### config.mk
export PLATFORM = sky130hd
export DESIGN_NAME = tbh_cell
export DESIGN_NICKNAME = d
export VERILOG_FILES = /design/src/hw/rtl/tbh_pkg.sv /design/src/hw/rtl/tbh_cell.sv
export SDC_FILE = /design/constraint.sdc
export NUM_CORES = 1
export LEC_CHECK = 0
export ABC_CLOCK_PERIOD_IN_PS = 7420
export BUFFER_PORTS_ARGS = -buffer_cell sky130_fd_sc_hd__buf_2
export CORE_MARGIN = 1.5
export CORE_UTILIZATION = 49
export DETAILED_ROUTE_END_ITERATION = 16
export HOLD_SLACK_MARGIN = 0.12
export PLACE_DENSITY = 0.78
export SETUP_SLACK_MARGIN = 0.02
export SLEW_MARGIN = 40
export SYNTH_ARGS = -nofsm -noshare
export SYNTH_HDL_FRONTEND = slang
export SYNTH_SLANG_ARGS = --single-unit
### constraint.sdc
create_clock -name clk -period 7.42 [get_ports clk]
set_input_delay 1.484 -clock clk [delete_from_list [all_inputs] [get_ports clk]]
set_output_delay 1.484 -clock clk [all_outputs]
set_load 0.05 [all_outputs]
### src/hw/rtl/tbh_pkg.sv
`default_nettype none

package tbh_pkg;

  localparam int NUM_BINS    = 16;
  localparam int COUNT_WIDTH = 32;
  localparam int BIN_W       = (NUM_BINS > 1) ? $clog2(NUM_BINS) : 1;

  localparam int CMD_W       = 2;
  localparam int BYTE_W      = 8;
  localparam int SEL_W       = 4;
  localparam int RPM_W       = 16;
  localparam int TEMP_W      = 12;
  localparam int TWID_W      = 8;
  localparam int RWID_W      = 12;
  localparam int OUT_CNT_W   = 32;
  localparam int CFG_IDX_W   = 2;
  localparam int CFG_DATA_W  = 16;
  localparam int CMP_W       = (BIN_W > SEL_W) ? BIN_W : SEL_W;

  localparam logic [CMD_W-1:0] CMD_RECORD = 2'd0;
  localparam logic [CMD_W-1:0] CMD_CLEAR  = 2'd1;
  localparam logic [CMD_W-1:0] CMD_READ   = 2'd2;

  localparam logic [CFG_IDX_W-1:0] REG_TEMP_BASE  = 2'd0;
  localparam logic [CFG_IDX_W-1:0] REG_TEMP_WIDTH = 2'd1;
  localparam logic [CFG_IDX_W-1:0] REG_RPM_BASE   = 2'd2;
  localparam logic [CFG_IDX_W-1:0] REG_RPM_WIDTH  = 2'd3;

  localparam logic [TEMP_W-1:0] TEMP_BASE_RST  = 12'd140;
  localparam logic [TWID_W-1:0] TEMP_WIDTH_RST = 8'd40;
  localparam logic [RPM_W-1:0]  RPM_BASE_RST   = 16'd550;
  localparam logic [RWID_W-1:0] RPM_WIDTH_RST  = 12'd135;

  localparam logic [TEMP_W-1:0] TENTHS_PER_DEG = 12'd10;

  typedef struct packed {
    logic                   valid;
    logic [CMD_W-1:0]       cmd;
    logic [RPM_W-1:0]       fan_speed;
    logic [TEMP_W-1:0]      temp_tenths;
    logic [TEMP_W-1:0]      t_diff;
    logic                   t_live;
    logic                   t_hit;
    logic [BIN_W-1:0]       t_bin;
    logic [RPM_W-1:0]       r_diff;
    logic                   r_live;
    logic                   r_hit;
    logic [BIN_W-1:0]       r_bin;
    logic [SEL_W-1:0]       read_bin;
    logic [COUNT_WIDTH-1:0] t_cnt;
    logic [COUNT_WIDTH-1:0] r_cnt;
  } tbh_stage_t;

endpackage

`default_nettype wire

### src/hw/rtl/tbh_cell.sv
`default_nettype none

module tbh_cell (
  input  wire logic                        clk,
  input  wire logic                        rst_n,
  input  wire logic                        adv,
  input  wire logic [tbh_pkg::BIN_W-1:0]   bin_idx,
  input  wire logic [tbh_pkg::TWID_W-1:0]  t_width,
  input  wire logic [tbh_pkg::RWID_W-1:0]  r_width,
  input  wire tbh_pkg::tbh_stage_t         stage_in,
  output tbh_pkg::tbh_stage_t              stage_out
);
  import tbh_pkg::*;

  logic [COUNT_WIDTH-1:0] t_cnt_r, t_cnt_nxt;
  logic [COUNT_WIDTH-1:0] r_cnt_r, r_cnt_nxt;
  tbh_stage_t             stage_r, stage_nxt;
  logic                   t_in_bin, r_in_bin;
  logic                   is_rec, is_clr, is_rd;

  assign is_rec   = stage_in.valid && (stage_in.cmd == CMD_RECORD);
  assign is_clr   = stage_in.valid && (stage_in.cmd == CMD_CLEAR);
  assign is_rd    = stage_in.valid && (stage_in.cmd == CMD_READ)
                    && (CMP_W'(stage_in.read_bin) == CMP_W'(bin_idx));
  assign t_in_bin = stage_in.t_live && (stage_in.t_diff < TEMP_W'(t_width));
  assign r_in_bin = stage_in.r_live && (stage_in.r_diff < RPM_W'(r_width));

  always_comb begin
    t_cnt_nxt = t_cnt_r;
    r_cnt_nxt = r_cnt_r;
    if (is_clr) begin
      t_cnt_nxt = '0;
      r_cnt_nxt = '0;
    end else if (is_rec) begin
      if (t_in_bin && (t_cnt_r != '1)) begin
        t_cnt_nxt = t_cnt_r + COUNT_WIDTH'(1);
      end
      if (r_in_bin && (r_cnt_r != '1)) begin
        r_cnt_nxt = r_cnt_r + COUNT_WIDTH'(1);
      end
    end
  end

  always_comb begin
    stage_nxt        = stage_in;
    stage_nxt.t_diff = stage_in.t_diff - TEMP_W'(t_width);
    stage_nxt.r_diff = stage_in.r_diff - RPM_W'(r_width);
    stage_nxt.t_live = stage_in.t_live && !t_in_bin;
    stage_nxt.r_live = stage_in.r_live && !r_in_bin;
    if (t_in_bin) begin
      stage_nxt.t_hit = 1'b1;
      stage_nxt.t_bin = bin_idx;
    end
    if (r_in_bin) begin
      stage_nxt.r_hit = 1'b1;
      stage_nxt.r_bin = bin_idx;
    end
    if (is_rd) begin
      stage_nxt.t_cnt = t_cnt_r;
      stage_nxt.r_cnt = r_cnt_r;
    end
  end

  always_ff @(posedge clk) begin
    if (!rst_n) begin
      t_cnt_r <= '0;
      r_cnt_r <= '0;
      stage_r.valid <= 1'b0;
    end else if (adv) begin
      t_cnt_r <= t_cnt_nxt;
      r_cnt_r <= r_cnt_nxt;
      stage_r <= stage_nxt;
    end
  end

  assign stage_out = stage_r;

endmodule

`default_nettype wire

== Yosys cells after proc, flatten, opt, wreduce, memory -nomap -nowiden ==
Cells that the tools add are included.
Storage, ports and cells
  bits in registers: 203
  input port bits: 166
  output and inout port bits: 139
  word-level logic and storage cells: 56
Cells by class
  add/sub/neg operators: 4
  $lt $le $gt $ge: 2
  equality and inequality tests: 5
  muxes and demuxes: 9
  reduce and logical (&&, ||, !) cells: 19
Operators by type and width (number)
  $mux 32: 6
  $add 32x1->32 const B: 2
  $mux 64: 1
  $ne 32x32->1 const B: 2
  $lt 16x12->1: 1
  $sub 16x12->16: 1
  $lt 12x8->1: 1
  $sub 12x8->12: 1
  $logic_and 1x1->1: 10
  $mux 4: 2
  $reduce_and 3->1: 2
  $reduce_bool 2->1: 3
  $eq 4x4->1: 1
  $eq 2x1->1 const B: 1
  $eq 2x2->1 const B: 1
  $logic_not 1->1: 2
  $logic_not 2->1: 1
  $reduce_and 2->1: 1

== Longest topological paths before layout ==
  word-level depth: 6
  mapped depth: 11
  mapped depth without buffers: 9

== Worst setup path before layout ==
OpenSTA, ideal clock, no wires.
  kind: input port to flip-flop
  from: input rst_n
  to: register stage_r, in the netlist stage_out[0] (enable)
  library setup time: 513 ps
  data arrival time: 5219 ps
  required time: 6907 ps
  path slack: 1688 ps
  stages on the path: 3
  path buffers: 2
  cell sequence: clkbuf_1 > clkbuf_1 > and2_1
Between the ends
  longest elaborated chain between the ends: 1
RTL lines
  start: declaration: line tbh_cell.sv:5  | input wire logic rst_n,
  $reduce_and 2->1 (no source line)
  end signal: assignment: line tbh_cell.sv:72  | stage_r <= stage_nxt;
  end: declaration: line tbh_cell.sv:17  | tbh_stage_t stage_r, stage_nxt;
Every way passes these cells.
A chain may end at the register's enable or synchronous reset.

== Worst setup path in the final report ==
  from: input r_width[11] (netlist bit)
  to: register r_cnt_r[3]
Between the ends
  longest elaborated chain between the ends: 5
RTL lines
  start: declaration: line tbh_cell.sv:9  | input wire logic [tbh_pkg::RWID_W-1:0] r_width,
  $lt 16x12->1: line tbh_cell.sv:26  | assign r_in_bin = stage_in.r_live && (stage_in.r_diff < RPM_W'(r_width));
  $logic_and 1x1->1: line tbh_cell.sv:26
  $logic_and 1x1->1: line tbh_cell.sv:38  | if (r_in_bin && (r_cnt_r != '1)) begin
  $reduce_bool 2->1 (no source line)
  $reduce_and 3->1 (no source line)
  end signal: assignment: line tbh_cell.sv:71  | r_cnt_r <= r_cnt_nxt;
  end: declaration: line tbh_cell.sv:16  | logic [COUNT_WIDTH-1:0] r_cnt_r, r_cnt_nxt;
Every way passes these cells.

==> flow_summary.ini <==
[cells_and_area]
final_util_pct = 62.0
multiInputGateArea_mm2 = 0.00432
fill_cells = 1690
layout-drive-gt1-share_pct = 34.7
seq_area_mm2 = 0.00545
syn_to_final_growth_pct = 24.2
layout.nets = 1410

[cts]
cts_hold_buffers = 0
htreeDepth = 1
cts_max_path_buffers = 3
cts_resized = 0
path_clk_slew_ns = 0.06
cts_tree = built
ctsRootBufferMaster = clkbuf_16
cts_made_buffers = 23
cts.sinks = 203
clock_latency_ns = 0.51
postCtsSetupBuffers = 0

[floorplanning]
initial_core_util_pct = 49.9
fp.dieArea_mm2 = 0.0215
core_mm2 = 0.0202
io_pins = 305
die_y_um = 147
num_rows = 52
dieWidth_um = 147

[logic_synthesis]
synth_cell_types = 63
yosysSeqAreaShare_pct = 53.9
synth.most_common_cell = edfxtp_1
yosysTopAreaCell = edfxtp_1
ys_top_cells_by_area = edfxtp_1 (41%), dfxtp_1 (13%), mux2_2 (6.6%)
avgSynthCellArea_um2 = 11.0
synth_edf_count = 138
yosysWarnings = 0
synthesis.nets = 1111
synth.top_cell.area_share_pct = 41.0
synth_area_mm2 = 0.0101
ys.flop_type = edfxtp_1
synthCells = 921
synth_common_cells = edfxtp_1 (138), nand2_1 (89), dfxtp_1 (65), nand3_1 (64), mux2_2 (59)
async_flop_share_pct = 0
ys_ff_latch = 203

[grt]
overflow = 0
grt_pass1_vias = 8206
track_usage_pct = 24.5
antenna_found_initial = 3
grt_max_degree = 72
grt_pass1_wl_mm = 42.3

[power_and_ir_drop]
peakVddDrop_mv = 0.164
pwr_density_cell_mw_per_mm2 = 223
power_frac_seq_pct = 46.1
power.internal_uw = 2000
p_clk_share_pct = 36.9
p_leak_uw = 0.00510
p_sw_share_pct = 28.5
switchingPower_uw = 797
p_comb_share_pct = 16.9

[timing]
tightest_slew_ns = 0.825
tns_ns = 0
holdWs_ns = 0.476
fin_crit_sh_pct = 52.2
rsz0062_at_grt = false
setup_viol = 0
fin_crit_ns = 3.87
fin_ws_ns = 3.55
finalHoldViolCount = 0
slew_headroom_pct = 44.5
fin_skew_ns = 0.0211
fmaxAchievable_mhz = 258
finalMaxSlewViolations = 0

[route]
drt_wl_total_mm = 27.0
drc_errors = 0
wl_per_cell_um = 17.9
final_antenna_net_count = 0
vias_per_cell = 5.74
drtIter0Drc = 559
drt-pass1-iter-count = 5
vias = 8652

[place]
gp_congestion = 0.895
port_buffers = 304
dp_hpwl_mm = 19.7
post-place-ws_ns = 3.11

[setup_path]
critical_path_buf_inv_count = 3
crit_required_ns = 7.88
max_stage_delay_ns = 0.52
start_kind = input port
cp_data_arrival_time_ns = 4.33
crit_fanout = 17
end_kind = flip-flop
crit_chain = buf_2 > inv_1 > ha_1 > nor4_2 > nand3b_1 > a311oi_2 > nand3_1 > buf_4 > or4_1 > nand2_1
critical_path_class = in -> reg
critPathTopFamily = simple AND/OR/NAND/NOR gates
cpMaxStageDelayCell = nand3_1

[job]
max_cap_viol_count = 0

[worst_hold_path]
hold_class = reg -> reg

[outcome]
status = completed
final timing paths:
path                            cells past startpoint  slack, ns   startpoint          end
worst max-delay path                               10       3.55  r_width[11]   r_cnt_r[3]
worst min-delay path                                1       0.48  t_cnt_r[31]  t_cnt_r[31]
worst max register to register                      8       4.54   r_cnt_r[0]   r_cnt_r[3]
worst min register to register                      1       0.48  t_cnt_r[31]  t_cnt_r[31]
sequential cells by signal (all words and copies together) (netlist names):
register and count:
t_cnt_r 32, r_cnt_r 32, stage_out 139
per-stage QoR:
stage	std cells	instance area [um2]	total power [uW]
global route	1507	12500	2890
floorplan	921	10100	1650
CTS	1504	12500	2820
detailed placement	1464	11900	1790
global placement	1462	11800	1780
finish	1507	12500	2800
layout by cell type (no fill, tap or decap), drive strengths merged, types with 7 or more instances in the layout:
| master | Yosys | routed |
|---|---|---|
| clkinv | 0 | 10 |
| and3 | 22 | 22 |
| xnor2 | 20 | 20 |
| o211ai | 9 | 9 |
| nor4 | 11 | 11 |
| a31oi | 30 | 30 |
| buf | 7 | 314 |
| xor2 | 7 | 7 |
| nand2 | 89 | 89 |
| nor3 | 32 | 32 |
| nor2 | 42 | 42 |
| o31ai | 8 | 8 |
| mux2 | 59 | 59 |
| o21ai | 30 | 30 |
| edfxtp | 138 | 138 |
| nand3 | 65 | 65 |
| or3 | 19 | 19 |
| clkbuf | 33 | 28 |
| ha | 22 | 22 |
| nand2b | 10 | 10 |
| a21oi | 28 | 28 |
| mux2i | 9 | 9 |
| inv | 37 | 39 |
| and2 | 7 | 7 |
| dfxtp | 65 | 65 |
| nand4 | 33 | 33 |
| or4 | 9 | 9 |
metal layers:
layer	global-route usage (%)	vias up	part of all wire (%)
met4	9.14	0	3.3
met5	0	-	0
li1	-	4097	-
met2	40.5	386	47
met3	4.38	63	7.4
met1	32.3	4106	42
area by class of cell:
type	instances	area share [%]
flip-flops and latches	203	43.4
multi-input cells	641	34.4
repair buffers	314	13.0
clock buffers	28	4.91
well taps	270	2.69
inverters	37	1.11
clock inverters	12	0.499
diodes	2	0.0399
kinds of logic after synthesis:
kind of cell / count (synthesis) / share of synthesized area (%)
buffers and inverters: 77 / 3.62
AND/OR/NAND/NOR: 366 / 19.1
multiplexers: 68 / 7.47
AO/OA/AOI/OAI: 156 / 10.4
adder cells (fa/ha/maj): 24 / 3.12
XOR/XNOR: 27 / 2.34
flip-flops: 203 / 53.9
power groups by stage:
stage / clock (uW) / combinational (uW) / sequential (uW)
6_report: 1030 / 474 / 1290
5_1_grt: 1100 / 502 / 1290
4_1_cts: 1050 / 475 / 1290
3_5_place_dp: 0 / 473 / 1320
3_3_place_gp: 0 / 464 / 1310
2_1_floorplan: 0 / 135 / 1520
Power figures use the tool's default switching activity.
